File: src/hdl/rsd_pkg.sv
// shared types, constants and register map of the sprite rle row decoder
`default_nettype none

package rsd_pkg;

  localparam int MAX_DIM_DEF  = 1024;
  localparam int CFG_DIM_W    = 11;
  localparam int POS_W        = 10;
  localparam int BOX_W        = 11;
  localparam int BYTE_W       = 8;
  localparam int CNT_W        = 7;
  localparam int CFG_ADDR_W   = 4;
  localparam int CFG_DATA_W   = 32;
  localparam int OUT_DATA_W   = 80;

  localparam logic [BYTE_W-1:0] COPY_MASK    = 8'h7f;
  localparam logic [BYTE_W-1:0] SHADOW_INDEX = 8'd47;

  localparam logic [1:0] REG_FRAME_WIDTH  = 2'd0;
  localparam logic [1:0] REG_FRAME_HEIGHT = 2'd1;
  localparam logic [1:0] REG_SHADOW_MODE  = 2'd2;

  typedef enum logic [2:0] {
    KIND_SKIP    = 3'd0,
    KIND_SHADOW  = 3'd1,
    KIND_LITERAL = 3'd2,
    KIND_DONE    = 3'd3,
    KIND_ERROR   = 3'd4
  } kind_t;

  typedef enum logic [1:0] {
    ST_IDLE,
    ST_RUN,
    ST_DONE,
    ST_ERR
  } status_t;

  typedef struct packed {
    logic [CFG_DIM_W-1:0] frame_width;
    logic [CFG_DIM_W-1:0] frame_height;
    logic                 shadow_mode;
  } cfg_t;

  typedef struct packed {
    kind_t             kind;
    logic [POS_W-1:0]  row;
    logic [POS_W-1:0]  column;
    logic [BYTE_W-1:0] run_length;
    logic [BYTE_W-1:0] pixel_value;
    logic [POS_W-1:0]  box_left;
    logic [POS_W-1:0]  box_top;
    logic [BOX_W-1:0]  box_width;
    logic [BOX_W-1:0]  box_height;
    logic              last;
  } res_t;

endpackage

`default_nettype wire

File: src/hdl/rsd_cfg_regs.sv
// apb configuration registers of the sprite rle row decoder
`default_nettype none

module rsd_cfg_regs (
  input  logic                          clk,
  input  logic                          rst_n,
  input  logic                          cfg_psel,
  input  logic                          cfg_penable,
  input  logic                          cfg_pwrite,
  input  logic [rsd_pkg::CFG_ADDR_W-1:0] cfg_paddr,
  input  logic [rsd_pkg::CFG_DATA_W-1:0] cfg_pwdata,
  output logic [rsd_pkg::CFG_DATA_W-1:0] cfg_prdata,
  output logic                          cfg_pready,
  output rsd_pkg::cfg_t                 cfg
);
  import rsd_pkg::*;

  logic [CFG_DIM_W-1:0] frame_width_r;
  logic [CFG_DIM_W-1:0] frame_height_r;
  logic                 shadow_mode_r;
  logic                 wr_en;

  assign cfg_pready = 1'b1;
  assign wr_en      = cfg_psel && cfg_penable && cfg_pwrite && cfg_pready;

  always_ff @(posedge clk) begin
    if (!rst_n) begin
      frame_width_r  <= CFG_DIM_W'(1);
      frame_height_r <= CFG_DIM_W'(1);
      shadow_mode_r  <= 1'b0;
    end else if (wr_en) begin
      case (cfg_paddr[3:2])
        REG_FRAME_WIDTH:  frame_width_r  <= cfg_pwdata[CFG_DIM_W-1:0];
        REG_FRAME_HEIGHT: frame_height_r <= cfg_pwdata[CFG_DIM_W-1:0];
        REG_SHADOW_MODE:  shadow_mode_r  <= cfg_pwdata[0];
        default: ;
      endcase
    end
  end

  always_comb begin
    case (cfg_paddr[3:2])
      REG_FRAME_WIDTH:  cfg_prdata = CFG_DATA_W'(frame_width_r);
      REG_FRAME_HEIGHT: cfg_prdata = CFG_DATA_W'(frame_height_r);
      REG_SHADOW_MODE:  cfg_prdata = CFG_DATA_W'(shadow_mode_r);
      default:          cfg_prdata = '0;
    endcase
  end

  assign cfg.frame_width  = frame_width_r;
  assign cfg.frame_height = frame_height_r;
  assign cfg.shadow_mode  = shadow_mode_r;

endmodule

`default_nettype wire

File: src/hdl/rsd_decode.sv
// input register, decode state and single-pass decode of one code byte
`default_nettype none

module rsd_decode #(
  parameter int MAX_DIM = rsd_pkg::MAX_DIM_DEF
) (
  input  logic                      clk,
  input  logic                      rst_n,
  input  rsd_pkg::cfg_t             cfg,
  input  logic                      in_valid,
  output logic                      in_ready,
  input  logic [rsd_pkg::BYTE_W-1:0] in_byte,
  input  logic                      in_fstart,
  input  logic                      in_fend,
  input  logic                      buf_ready,
  output logic                      load,
  output rsd_pkg::res_t             res0,
  output rsd_pkg::res_t             res1,
  output logic [1:0]                res_cnt
);
  import rsd_pkg::*;

  localparam int DIM_W = $clog2(MAX_DIM + 1);
  localparam int SUM_W = ((DIM_W > BYTE_W) ? DIM_W : BYTE_W) + 1;
  localparam int EXT_W = (DIM_W > BOX_W) ? DIM_W : BOX_W;

  logic [BYTE_W-1:0] byte_r;
  logic              fstart_r;
  logic              fend_r;
  logic              valid_r;

  logic [DIM_W-1:0]  col_r, col_nxt;
  logic [DIM_W-1:0]  row_r, row_nxt;
  logic              phase_r, phase_nxt;
  logic [CNT_W-1:0]  left_r, left_nxt;
  logic [DIM_W-1:0]  min_col_r, min_col_nxt;
  logic [DIM_W-1:0]  min_row_r, min_row_nxt;
  logic [DIM_W-1:0]  max_col_r, max_col_nxt;
  logic [DIM_W-1:0]  max_row_r, max_row_nxt;
  logic              seen_r, seen_nxt;
  status_t           status_r, status_nxt;

  logic [DIM_W-1:0]  w, h;
  logic [BYTE_W-1:0] count;
  logic [SUM_W-1:0]  sum;
  logic              stop;
  logic              mark_en;
  logic [DIM_W-1:0]  mark_c0, mark_c1, mark_r;
  logic [DIM_W-1:0]  bl, bt, bw, bh;
  logic [1:0]        n;
  res_t              res [2];

  function automatic logic [DIM_W-1:0] eff_dim(input logic [CFG_DIM_W-1:0] v);
    if (v == '0) return DIM_W'(1);
    else if (32'(v) > MAX_DIM) return DIM_W'(MAX_DIM);
    else return DIM_W'(v);
  endfunction

  function automatic logic [POS_W-1:0] pos_f(input logic [DIM_W-1:0] v);
    logic [EXT_W-1:0] t;
    t = EXT_W'(v);
    return t[POS_W-1:0];
  endfunction

  function automatic logic [BOX_W-1:0] box_f(input logic [DIM_W-1:0] v);
    logic [EXT_W-1:0] t;
    t = EXT_W'(v);
    return t[BOX_W-1:0];
  endfunction

  function automatic res_t make_res(input kind_t k, input logic [DIM_W-1:0] r,
                                    input logic [DIM_W-1:0] c,
                                    input logic [BYTE_W-1:0] run,
                                    input logic [BYTE_W-1:0] val);
    res_t x;
    x             = '0;
    x.kind        = k;
    x.row         = pos_f(r);
    x.column      = pos_f(c);
    x.run_length  = run;
    x.pixel_value = val;
    return x;
  endfunction

  assign w        = eff_dim(cfg.frame_width);
  assign h        = eff_dim(cfg.frame_height);
  assign load     = valid_r && buf_ready;
  assign in_ready = !valid_r || buf_ready;

  always_comb begin
    col_nxt     = col_r;
    row_nxt     = row_r;
    phase_nxt   = phase_r;
    left_nxt    = left_r;
    min_col_nxt = min_col_r;
    min_row_nxt = min_row_r;
    max_col_nxt = max_col_r;
    max_row_nxt = max_row_r;
    seen_nxt    = seen_r;
    status_nxt  = status_r;
    count       = '0;
    sum         = '0;
    stop        = 1'b0;
    mark_en     = 1'b0;
    mark_c0     = '0;
    mark_c1     = '0;
    mark_r      = '0;
    bl          = '0;
    bt          = '0;
    bw          = '0;
    bh          = '0;
    n           = 2'd0;
    res[0]      = '0;
    res[1]      = '0;

    if (fstart_r) begin
      col_nxt     = '0;
      row_nxt     = '0;
      phase_nxt   = 1'b0;
      left_nxt    = '0;
      min_col_nxt = w;
      min_row_nxt = h;
      max_col_nxt = '0;
      max_row_nxt = '0;
      seen_nxt    = 1'b0;
      status_nxt  = ST_RUN;
    end

    if (status_nxt == ST_RUN) begin
      if (left_nxt != '0) begin
        res[n[0]] = make_res(KIND_LITERAL, row_nxt, col_nxt, 8'd1, byte_r);
        n         = n + 2'd1;
        mark_en   = (byte_r != '0);
        mark_c0   = col_nxt;
        mark_c1   = col_nxt;
        mark_r    = row_nxt;
        col_nxt   = col_nxt + DIM_W'(1);
        left_nxt  = left_nxt - CNT_W'(1);
      end else begin
        count = phase_nxt ? (byte_r & COPY_MASK) : byte_r;
        sum   = SUM_W'(col_nxt) + SUM_W'(count);
        if (sum > SUM_W'(w)) begin
          res[n[0]]  = make_res(KIND_ERROR, row_nxt, col_nxt, '0, '0);
          n          = n + 2'd1;
          status_nxt = ST_ERR;
          stop       = 1'b1;
        end else begin
          if (!phase_nxt) begin
            if (count != '0) begin
              res[n[0]] = make_res(KIND_SKIP, row_nxt, col_nxt, count, '0);
              n         = n + 2'd1;
            end
            col_nxt = DIM_W'(sum);
          end else if (cfg.shadow_mode) begin
            if (count != '0) begin
              res[n[0]] = make_res(KIND_SHADOW, row_nxt, col_nxt, count, SHADOW_INDEX);
              n         = n + 2'd1;
              mark_en   = 1'b1;
              mark_c0   = col_nxt;
              mark_c1   = DIM_W'(sum - SUM_W'(1));
              mark_r    = row_nxt;
            end
            col_nxt = DIM_W'(sum);
          end else begin
            left_nxt = count[CNT_W-1:0];
          end
          phase_nxt = !phase_nxt;
        end
      end

      if (mark_en) begin
        if (mark_c0 < min_col_nxt) min_col_nxt = mark_c0;
        if (mark_r < min_row_nxt) min_row_nxt = mark_r;
        if (!seen_nxt || mark_c1 > max_col_nxt) max_col_nxt = mark_c1;
        if (!seen_nxt || mark_r > max_row_nxt) max_row_nxt = mark_r;
        seen_nxt = 1'b1;
      end

      if (!stop) begin
        if (left_nxt == '0 && col_nxt >= w) begin
          col_nxt   = '0;
          phase_nxt = 1'b0;
          row_nxt   = row_nxt + DIM_W'(1);
          if (row_nxt >= h) begin
            if (seen_nxt) begin
              bl = min_col_nxt;
              bt = min_row_nxt;
              bw = max_col_nxt - min_col_nxt + DIM_W'(1);
              bh = max_row_nxt - min_row_nxt + DIM_W'(1);
            end else begin
              bw = w;
              bh = h;
            end
            res[n[0]]            = make_res(KIND_DONE, row_nxt, col_nxt, '0, '0);
            res[n[0]].box_left   = pos_f(bl);
            res[n[0]].box_top    = pos_f(bt);
            res[n[0]].box_width  = box_f(bw);
            res[n[0]].box_height = box_f(bh);
            n                    = n + 2'd1;
            status_nxt           = ST_DONE;
          end
        end
        if (fend_r && status_nxt == ST_RUN) begin
          res[n[0]]  = make_res(KIND_ERROR, row_nxt, col_nxt, '0, '0);
          n          = n + 2'd1;
          status_nxt = ST_ERR;
        end
      end
    end

    if (n != 2'd0) res[1'(n - 2'd1)].last = 1'b1;
  end

  assign res0    = res[0];
  assign res1    = res[1];
  assign res_cnt = n;

  always_ff @(posedge clk) begin
    if (!rst_n) begin
      valid_r   <= 1'b0;
      col_r     <= '0;
      row_r     <= '0;
      phase_r   <= 1'b0;
      left_r    <= '0;
      min_col_r <= DIM_W'(1);
      min_row_r <= DIM_W'(1);
      max_col_r <= '0;
      max_row_r <= '0;
      seen_r    <= 1'b0;
      status_r  <= ST_IDLE;
    end else begin
      if (in_valid && in_ready) begin
        valid_r  <= 1'b1;
        byte_r   <= in_byte;
        fstart_r <= in_fstart;
        fend_r   <= in_fend;
      end else if (load) begin
        valid_r <= 1'b0;
      end
      if (load) begin
        col_r     <= col_nxt;
        row_r     <= row_nxt;
        phase_r   <= phase_nxt;
        left_r    <= left_nxt;
        min_col_r <= min_col_nxt;
        min_row_r <= min_row_nxt;
        max_col_r <= max_col_nxt;
        max_row_r <= max_row_nxt;
        seen_r    <= seen_nxt;
        status_r  <= status_nxt;
      end
    end
  end

endmodule

`default_nettype wire

File: src/hdl/rsd_out_buf.sv
// two-entry result register between decode and the result channel
`default_nettype none

module rsd_out_buf (
  input  logic          clk,
  input  logic          rst_n,
  input  logic          load,
  input  rsd_pkg::res_t res0,
  input  rsd_pkg::res_t res1,
  input  logic [1:0]    res_cnt,
  output logic          buf_ready,
  output logic          out_valid,
  input  logic          out_ready,
  output rsd_pkg::res_t out_res
);
  import rsd_pkg::*;

  logic [1:0] cnt_r;
  res_t       slot0_r;
  res_t       slot1_r;
  logic       fire;

  assign out_valid = (cnt_r != 2'd0);
  assign fire      = out_valid && out_ready;
  assign buf_ready = (cnt_r == 2'd0) || (cnt_r == 2'd1 && out_ready);
  assign out_res   = slot0_r;

  always_ff @(posedge clk) begin
    if (!rst_n) begin
      cnt_r <= 2'd0;
    end else if (load) begin
      cnt_r   <= res_cnt;
      slot0_r <= res0;
      slot1_r <= res1;
    end else if (fire) begin
      cnt_r   <= cnt_r - 2'd1;
      slot0_r <= slot1_r;
    end
  end

endmodule

`default_nettype wire

File: src/hdl/sprite_rle_row_decoder.sv
// the first result of a byte is offered from the result buffer, after the byte has passed the input register
// throughput: one code byte per cycle while each byte gives at most one result and out_tready is high
// a byte with two results holds the input side until its first result has left the result buffer
// reset: synchronous active-low rst_n clears the decode state to idle and the
// registers to width 1, height 1, shadow mode off
`default_nettype none

module sprite_rle_row_decoder #(
  parameter int MAX_DIM = rsd_pkg::MAX_DIM_DEF
) (
  input  logic                              clk,
  input  logic                              rst_n,
  input  logic                              in_tvalid,
  output logic                              in_tready,
  input  logic [7:0]                        in_tdata,   // code_byte
  input  logic                              in_tuser,   // frame_start
  input  logic                              in_tlast,   // final_byte
  output logic                              out_tvalid,
  input  logic                              out_tready,
  // row, column, run_length, pixel_value, box_left, box_top, box_width, box_height
  output logic [rsd_pkg::OUT_DATA_W-1:0]    out_tdata,
  output logic [2:0]                        out_tuser,  // kind
  output logic                              out_tlast,  // last
  input  logic                              cfg_psel,
  input  logic                              cfg_penable,
  input  logic                              cfg_pwrite,
  input  logic [rsd_pkg::CFG_ADDR_W-1:0]    cfg_paddr,
  input  logic [rsd_pkg::CFG_DATA_W-1:0]    cfg_pwdata,
  output logic [rsd_pkg::CFG_DATA_W-1:0]    cfg_prdata,
  output logic                              cfg_pready
);
  import rsd_pkg::*;

  cfg_t       cfg;
  logic       buf_ready;
  logic       load;
  res_t       res0, res1, out_res;
  logic [1:0] res_cnt;

  rsd_cfg_regs u_cfg (
    .clk         (clk),
    .rst_n       (rst_n),
    .cfg_psel    (cfg_psel),
    .cfg_penable (cfg_penable),
    .cfg_pwrite  (cfg_pwrite),
    .cfg_paddr   (cfg_paddr),
    .cfg_pwdata  (cfg_pwdata),
    .cfg_prdata  (cfg_prdata),
    .cfg_pready  (cfg_pready),
    .cfg         (cfg)
  );

  rsd_decode #(.MAX_DIM(MAX_DIM)) u_decode (
    .clk       (clk),
    .rst_n     (rst_n),
    .cfg       (cfg),
    .in_valid  (in_tvalid),
    .in_ready  (in_tready),
    .in_byte   (in_tdata),
    .in_fstart (in_tuser),
    .in_fend   (in_tlast),
    .buf_ready (buf_ready),
    .load      (load),
    .res0      (res0),
    .res1      (res1),
    .res_cnt   (res_cnt)
  );

  rsd_out_buf u_out_buf (
    .clk       (clk),
    .rst_n     (rst_n),
    .load      (load),
    .res0      (res0),
    .res1      (res1),
    .res_cnt   (res_cnt),
    .buf_ready (buf_ready),
    .out_valid (out_tvalid),
    .out_ready (out_tready),
    .out_res   (out_res)
  );

  assign out_tdata = {2'b00, out_res.box_height, out_res.box_width, out_res.box_top,
                      out_res.box_left, out_res.pixel_value, out_res.run_length,
                      out_res.column, out_res.row};
  assign out_tuser = out_res.kind;
  assign out_tlast = out_res.last;

endmodule

`default_nettype wire

File: config.mk
export PLATFORM = sky130hd
export DESIGN_NAME = sprite_rle_row_decoder
export DESIGN_NICKNAME = d
export VERILOG_FILES = /design/src/hdl/rsd_pkg.sv /design/src/hdl/rsd_cfg_regs.sv /design/src/hdl/rsd_decode.sv /design/src/hdl/rsd_out_buf.sv /design/src/hdl/sprite_rle_row_decoder.sv
export SDC_FILE = /design/constraint.sdc
export NUM_CORES = 1
export LEC_CHECK = 0
export BUFFER_PORTS_ARGS = -buffer_cell sky130_fd_sc_hd__buf_2
export CAP_MARGIN = 30
export CORE_MARGIN = 3
export CORE_UTILIZATION = 35
export DETAILED_ROUTE_END_ITERATION = 10
export SLEW_MARGIN = 20
export SYNTH_ARGS = -nofsm -noshare
export SYNTH_HDL_FRONTEND = slang
export SYNTH_HIERARCHICAL = 1
export SYNTH_SLANG_ARGS = --single-unit
File: constraint.sdc
create_clock -name clk -period 18.3 [get_ports clk]
set_input_delay 4.575 -clock clk [delete_from_list [all_inputs] [get_ports clk]]
set_output_delay 4.575 -clock clk [all_outputs]
set_load 0.01 [all_outputs]
# --- Word level (Yosys, flattened, before mapping) ---
# Index checks and enable logic that the tools add are counted.
classes:
  n_mux: 172
  n_addsub: 13
  n_eq_ne: 5
  n_lt_le_gt_ge: 15
  n_reduce_logical: 36
  bitwise_logic: 3
ops:
  columns: ["op", "count"]
  rows:
  - ["164-bit two-way mux", 8]
  - ["164-bit bitwise mux", 7]
  - ["11-bit two-way mux", 69]
  - ["82-bit two-way mux", 9]
  - ["82-bit demux with 1-bit select", 7]
  - ["10-bit two-way mux", 10]
  - ["80-bit two-way mux", 1]
  - ["79-bit two-way mux", 1]
  - ["7-bit two-way mux", 7]
  - ["2-bit two-way mux", 24]
  - ["11-bit by 1-bit adder with 11-bit output (second input constant)", 4]
  - ["43-bit two-way mux", 1]
  - ["33-bit two-way mux", 1]
  - ["11-bit one-hot mux with 3 select lines", 1]
  - ["1-bit two-way mux", 23]
  - ["23-bit two-way mux", 1]
  - ["11-bit >= comparator", 2]
  - ["11-bit greater-than comparator", 2]
  - ["11-bit greater-than comparator (second input constant)", 2]
  - ["11-bit zero test", 2]
  - ["11-bit < comparator", 2]
  - ["11-bit subtractor", 2]
  - ["8-bit nonzero test", 2]
  - ["11-bit by 8-bit adder with 12-bit output", 1]
  - ["other kinds (21)", 55]
totals:
  wordCells: 282
  ff_bits: 277
  in_bits: 53
  out_inout_bits: 119

# --- Depth between registers and ports, before layout ---
# Gate-level depths: netlist (run 1).
logic_depth:
  depth_word: 35
  mapped_depth: 50
  depth_no_buf: 45

# --- By module ---
# Netlist (run 1), hierarchy kept.
modules_own_cells:
  columns: ["module", "area_each_um2", "seq_area_each_um2", "cells_per_inst", "n_inst"]
  rows:
  - ["rsd_decode", 10807.9, 1861.8, 1544, 1]
  - ["rsd_out_buf", 6227.2, 4964.8, 276, 1]
  - ["rsd_cfg_regs", 1248.7, 460.4, 142, 1]
  - ["sprite_rle_row_decoder", 18.8, 0.0, 3, 1]

# --- Worst setup path before layout (run 1) ---
# Ideal clock, no wire load.
synth_timing:
  kind: "input -> output"
  start: "input port cfg_paddr[2] (netlist bit)"
  end: "output port cfg_prdata[10] (netlist bit)"
  n_path_buf: 2
  arrival_time_ns: 5.210
  path_stages: 4
  setup_slack_ns: 8.515
  t_required_ns: 13.725
  cell_sequence: "buf_4 buf_2 mux2i_1 nor2_1"
synth_via:
  elab_chain_cells: 2
  elab_cells_between_ends: 4
  cone_classes: "eq/ne (2); mux (1); reduce/logical (1)"
synth_rtl:
  columns: ["item", "line", "rtl"]
  rows:
  - ["start: declaration", "sprite_rle_row_decoder.sv:27", "input logic [rsd_pkg::CFG_ADDR_W-1:0] cfg_paddr,"]
  - ["2-bit equality test (tied with other cells)", "rsd_cfg_regs.sv:42", "case (cfg_paddr[3:2])"]
  - ["11-bit one-hot mux with 3 select lines *", "rsd_cfg_regs.sv:42", null]
  - ["end: declaration", "sprite_rle_row_decoder.sv:29", "output logic [rsd_pkg::CFG_DATA_W-1:0] cfg_prdata,"]
# Mark *: on every way between the ends. The rest lies on a longest branch, timed or not.

==> flow_summary.ini, run 1 <==
[grt]
grt_pass1_vias = 14509
antenna_found_initial = 1
use_met1 = 0.245
track_usage = 0.187
grt_max_degree = 82
busiest_layer = met2
grt_first_pass_wirelength_mm = 83.2
grt_util_met2 = 0.321
gr-usage-met3 = 0.0194
grt_overflow = 0

[setup_path]
worstSetupEndpointType = flip-flop
critPathLaunchType = flip-flop
crit_top_cell = nor2_1
worstRegToRegCells = 43
cp_slowest_stage_delay_ns = 0.81
worstPathRequired_ns = 18.64
crit_type = flip-flop to flip-flop
worstPathMaxFanout = 51
worstPathArrival_ns = 12.40
slowest_stage = nor4_4

[routing]
post-route-drc-count = 0
vias = 14669
first_iter_violations = 1081
drt-total-wl_mm = 53.5
viasPerCell = 5.34
final_antenna_net_count = 0
post_drt_wl_per_cell_um = 19.5
firstDrtPassIters = 6

[finish]
fin_nets = 2223
multi_input_area_um2 = 10100
stdcell_area_um2 = 20400
seqCellArea_um2 = 7290
layout.cells.most_common = nor2_1
fillers = 5196
final_cell_mix = 237 x nor2_1, 224 x nand2_1, 174 x edfxtp_1
layout-drive-gt1-share = 0.158
area_growth_pct = 11.5

[die]
core_area_um2 = 51500
die_h_um = 235
start_util = 0.355
die_w_um = 235
ios = 172
die_area_um2 = 55100
rows = 83

[flow_run]
cap_violations = 0

[power_and_ir_drop]
p_per_area_nw_per_um2 = 97.6
power_mw = 1.99
irDropWorstVdd_mv = 0.0705
leakage_nw = 8.24

[clocking]
cts_made_buffers = 31
cts_tree = done
cts.path.max_buffers = 3
cts.clk_slew.worst_paths_ns = 0.07
clock_tree.root_cell = clkbuf_16
cts_resized = 0
numClockSinks = 277
htree_levels = 1
cts_setup_buffers = 0
cts_hold_buf = 0
clock_latency_ns = 0.59

[yosys]
synth_ff_type = edfxtp_1
synth_edf_count = 174
avgSynthCellArea_um2 = 9.31
async_reset_ff_frac = 0
yosysSeqAreaShare = 0.398
synth_cell_types = 88
synth_seq_cells = 277
synth_warnings = 6
syn-cell-area_um2 = 18300
syn_inst = 1965

[min_path]
hold_path_depth = 2
hp-class = flip-flop to flip-flop

[placed_design]
place_area_um2 = 19400
dp_hpwl_mm = 39.4
io_buffer_count = 124
place.gp.congestion = 0.927

[sta]
grt_setup_unrepaired = no
clock_skew_ns = 0.0197
finalSetupViolations = 0
min_period_over_period = 0.659
finalSetupTns_ns = 0
period_needed_ns = 12.06
finalHoldViolCount = 0
drv_slew = 0
slew_headroom = 0.352
worst_pin_slew_ns = 0.970
max_freq_mhz = 82.9
whs_ns = 0.461

[run_status]
status = complete, no violations
==> stage by stage <==
stage / setup WS (ns) / util / instances
after global placement: 6.45 / 0.375 / 2681
after detailed placement: 6.42 / 0.376 / 2687
after CTS: 6.37 / 0.396 / 2745
after global routing: 5.36 / 0.396 / 2746
final: 6.24 / 0.396 / 2746
after floorplan: 8.51 / - / 2001
==> flip-flops by register name, indices dropped and copies added (netlist names) <==
register / flops
u_out_buf/slot1_r: 82
u_decode/max_col_r: 11
u_out_buf/out_res: 82
u_cfg/frame_height_r: 11
u_decode/min_col_r: 11
u_decode/phase_r: 1
u_decode/col_r: 11
u_decode/seen_r: 1
u_decode/row_r: 11
u_decode/status_r: 2
u_decode/fend_r: 1
u_cfg/frame_width_r: 11
u_decode/byte_r: 8
u_decode/fstart_r: 1
u_decode/valid_r: 1
u_decode/min_row_r: 11
u_decode/max_row_r: 11
u_cfg/shadow_mode_r: 1
u_decode/left_r: 7
u_out_buf/cnt_r: 2
==> cells in the mapped netlist (18+ instances only) <==
cell / number / area (um2)
and2_1: 22 / 138
xnor2_1: 42 / 368
inv_1: 81 / 304
ha_1: 128 / 1600
nand2_1: 224 / 841
buf_4: 45 / 338
dfxtp_1: 103 / 2060
clkbuf_1: 64 / 240
and3_1: 24 / 150
a21oi_1: 89 / 445
nor2b_1: 61 / 382
nor2_1: 239 / 897
o21ai_0: 89 / 445
edfxtp_1: 174 / 5230
mux2i_1: 54 / 541
o21a_1: 18 / 135
mux2_2: 59 / 664
nand3_1: 45 / 225
o22ai_1: 24 / 150
mux2_4: 37 / 556
nor3_1: 33 / 165
==> layout make-up <==
cell class | count | area share
Antenna cell | 1 | 0.000123
Clock buffer | 37 | 0.0406
Clock inverter | 21 | 0.00920
Inverter | 83 | 0.0154
Multi-Input combinational cell | 1498 | 0.495
Sequential cell | 277 | 0.357
Tap cell | 680 | 0.0417
Timing Repair Buffer | 149 | 0.0410
==> critical path, delay by kind of cell (launching register included) <==
kind,cells,cell delay [ns]
AND/OR/NAND/NOR,15,3.28
AO/OA/AOI/OAI,14,3.83
multiplexers,1,0.31
buffers and inverters,4,1.39
flip-flops,1,0.53
adder cells (fa/ha/maj),6,1.81
XOR/XNOR,3,0.61
==> layer usage <==
metal	vias to the layer above	wire length, um
li1	7074	-
met1	7091	23400
met2	405	25900
met3	99	2400
met4	0	1780
met5	-	0
==> cells by family after synthesis <==
kind of cell    count (synthesis)  synth area share
compound gates                385             0.139
xor+xnor                       56            0.0275
fa+ha+maj                     130            0.0897
buf+inv                       226            0.0595
flops                         277             0.398
mux                           150            0.0962
other cells                     4          0.000820
simple gates                  737             0.189
==> power by group <==
group	internal (mW)	switching [mW]
Sequential	0.736	0.0245
Combinational	0.224	0.381
Clock	0.363	0.264
==> worst paths after layout <==
path,startpoint,to,slack [ns]
max reg2reg,u_decode/fstart_r,u_out_buf/out_res[22],6.24
min reg2reg,u_decode/max_col_r[5],u_decode/max_col_r[5],0.46
min,u_decode/max_col_r[5],u_decode/max_col_r[5],0.46
max,u_decode/fstart_r,u_out_buf/out_res[22],6.24
No activity file was read; power rests on OpenSTA's default activity.
==> inputs of run 2 (changes only) <==
Settings changed: ABC_AREA set to 1.
Clock period 18.3 ns to 12.1 ns, I/O delays scaled along.
==> run 2 against run 1 <==
Fmax grew 16%. Die area grew 6.3%. Critical path depth rose by 9. Global-route usage grew 0.99 points. Power up 120%. Highest routed layer unchanged. Area after synthesis rose by 6.4%. Hold slack better by 0.00068 ns.
==> flow_summary.ini, run 2 <==
[grt]
gr-usage-met3 = 0.0276
track_usage = 0.197
grt_util_met2 = 0.322
antenna_found_initial = 0
grt_overflow = 0
grt_pass1_vias = 16342
grt_first_pass_wirelength_mm = 92.7
grt_max_degree = 78
use_met1 = 0.269
busiest_layer = met2

[clocking]
numClockSinks = 277
cts_tree = done
cts.path.max_buffers = 3
cts_hold_buf = 0
clock_tree.root_cell = clkbuf_16
htree_levels = 1
cts.clk_slew.worst_paths_ns = 0.06
cts_resized = 0
clock_latency_ns = 0.60
cts_setup_buffers = 0
cts_made_buffers = 31

[setup_path]
crit_top_cell = nand2_1
r2r_slack_ns = 1.75
r2r_end = u_out_buf/out_res[10]
worstSetupEndpointType = flip-flop
worst_path_dominant_cell_family = simple AND/OR/NAND/NOR gates
worstPathArrival_ns = 10.70
endpoint = u_out_buf/out_res[10]
worstPathRequired_ns = 12.45
critPathLaunchType = flip-flop
crit_type = flip-flop to flip-flop
crit_start = u_decode/fstart_r
worstRegToRegCells = 52
regToRegStartpoint = u_decode/fstart_r
worstPathMaxFanout = 27
cp.depth = 52
cp_slowest_stage_delay_ns = 0.72
slowest_stage = inv_1
crit_buf_inv = 9

[finish]
area_growth_pct = 10.8
antennaDiodeCount = 0
layout.cells.most_common = nand2_1
fillers = 5791
final_cell_mix = 886 x nand2_1, 325 x nor2_1, 245 x inv_1
layout-drive-gt1-share = 0.0897
seqCellArea_um2 = 7290
multi_input_area_um2 = 10400
fin_nets = 3000
stdcell_area_um2 = 21600

[min_path]
hp-class = flip-flop to flip-flop

[die]
ios = 172
die_w_um = 242
die_area_um2 = 58500
core_area_um2 = 54500
rows = 85
start_util = 0.358
die_h_um = 242

[placed_design]
dp_hpwl_mm = 42.9
dp_slack_ns = 1.97
place_area_um2 = 20500
place.gp.congestion = 0.909
io_buffer_count = 124

[sta]
grt_setup_unrepaired = no
clock_skew_ns = 0.0294
finalSetupViolations = 0
slew_headroom = 0.378
finalHoldViolCount = 0
max_freq_mhz = 96.6
drv_slew = 0
finalSetupTns_ns = 0
worst_pin_slew_ns = 0.933
period_needed_ns = 10.35
finalWorstSetupSlack_ns = 1.75
min_period_over_period = 0.856

[routing]
vias = 17902
viasPerCell = 5.00
first_iter_violations = 1702
post_drt_wl_per_cell_um = 16.7
drt-total-wl_mm = 59.8
firstDrtPassIters = 7
post-route-drc-count = 0
final_antenna_net_count = 0

[yosys]
async_reset_ff_frac = 0
synth_edf_count = 174
synth_warnings = 6
synth_top_area_share = 0.268
syn-cell-area_um2 = 19500
synth_ff_type = edfxtp_1
syn_inst = 2769
avgSynthCellArea_um2 = 7.03
synth_cell_types = 52
yosysSeqAreaShare = 0.374
synth_area_leader_cell = edfxtp_1
synthMostInstantiatedCell = nand2_1
synth_commonest_cells = 888 x nand2_1, 326 x nor2_1, 248 x inv_1
synth_seq_cells = 277
synth_area_leaders = edfxtp_1 27%, nand2_1 17%, dfxtp_1 11%

[power_and_ir_drop]
leakage_nw = 9.74
p_per_area_nw_per_um2 = 199
irDropWorstVdd_mv = 0.119

[run_status]
status = complete, no violations

[flow_run]
cap_violations = 0
==> run 2: tightest hold or removal path, delay by kind of cell (launching register included) <==
family	cells	cell delay (ns)
and+or+nand+nor	1	0.06
AOI/OAI and AO/OA	1	0.05
DFF	1	0.31
==> run 2: where the power goes <==
part | leakage, nW | internal [mW] | total [mW] | switching (mW)
Sequential | 2.49 | 1.15 | 1.20 | 0.0475
Clock | 0.547 | 0.624 | 1.04 | 0.412
Combinational | 6.70 | 0.583 | 2.06 | 1.47
Total | 9.74 | 2.36 | 4.29 | 1.93
==> run 2: cell families (layout without fill, tap and decap cells) <==
| family | count (synthesis) | after routing | share of synthesized area |
|---|---|---|---|
| AOI/OAI and AO/OA | 483 | 483 | 0.135 |
| xor gates and xnor gates | 33 | 33 | 0.0148 |
| adders and majority gates | 130 | 130 | 0.0843 |
| buffers and inverters | 429 | 466 | 0.0977 |
| DFF | 277 | 277 | 0.374 |
| other | 4 | 40 | 0.000771 |
| and+or+nand+nor | 1413 | 1413 | 0.293 |
==> run 2: worst min path at each step <==
| stage | from | depth (start not counted) | slack, ns | endpoint |
|---|---|---|---|---|
| CTS | u_decode/min_col_r[1] | 2 | 0.46 | u_decode/min_col_r[1] |
| detailed placement | u_decode/min_col_r[1] | 2 | 0.45 | u_decode/min_col_r[1] |
| global route | u_decode/max_row_r[9] | 2 | 0.48 | u_decode/max_row_r[9] |
| finish | u_decode/min_col_r[1] | 2 | 0.46 | u_decode/min_col_r[1] |
| global placement | u_decode/min_col_r[9] | 2 | 0.45 | u_decode/min_col_r[9] |
| floorplan | u_decode/min_col_r[10] | 2 | 0.44 | u_decode/min_col_r[10] |
==> run 2: layout make-up <==
type                    count  area share
inverters                 262      0.0458
repair buffers            146      0.0373
clock inverters            14     0.00905
multi-input cells        2099       0.484
well taps                 739      0.0429
flip-flops and latches    277       0.338
clock buffers              44      0.0431
==> run 2: through the flow <==
stage,std cells,hold WS (ns),utilization,total power [mW]
after detailed placement,3523,0.454,0.376,3.24
after floorplan,2805,0.442,-,2.73
final,3581,0.462,0.396,4.29
after global routing,3581,0.484,0.396,4.60
after global placement,3522,0.451,0.375,3.23
after CTS,3581,0.464,0.396,4.29
==> run 2: metal layers <==
metal	up-vias	wire length, um
met5	-	0
met4	0	1690
met3	99	4170
met2	613	27300
met1	8101	26700
li1	9089	-
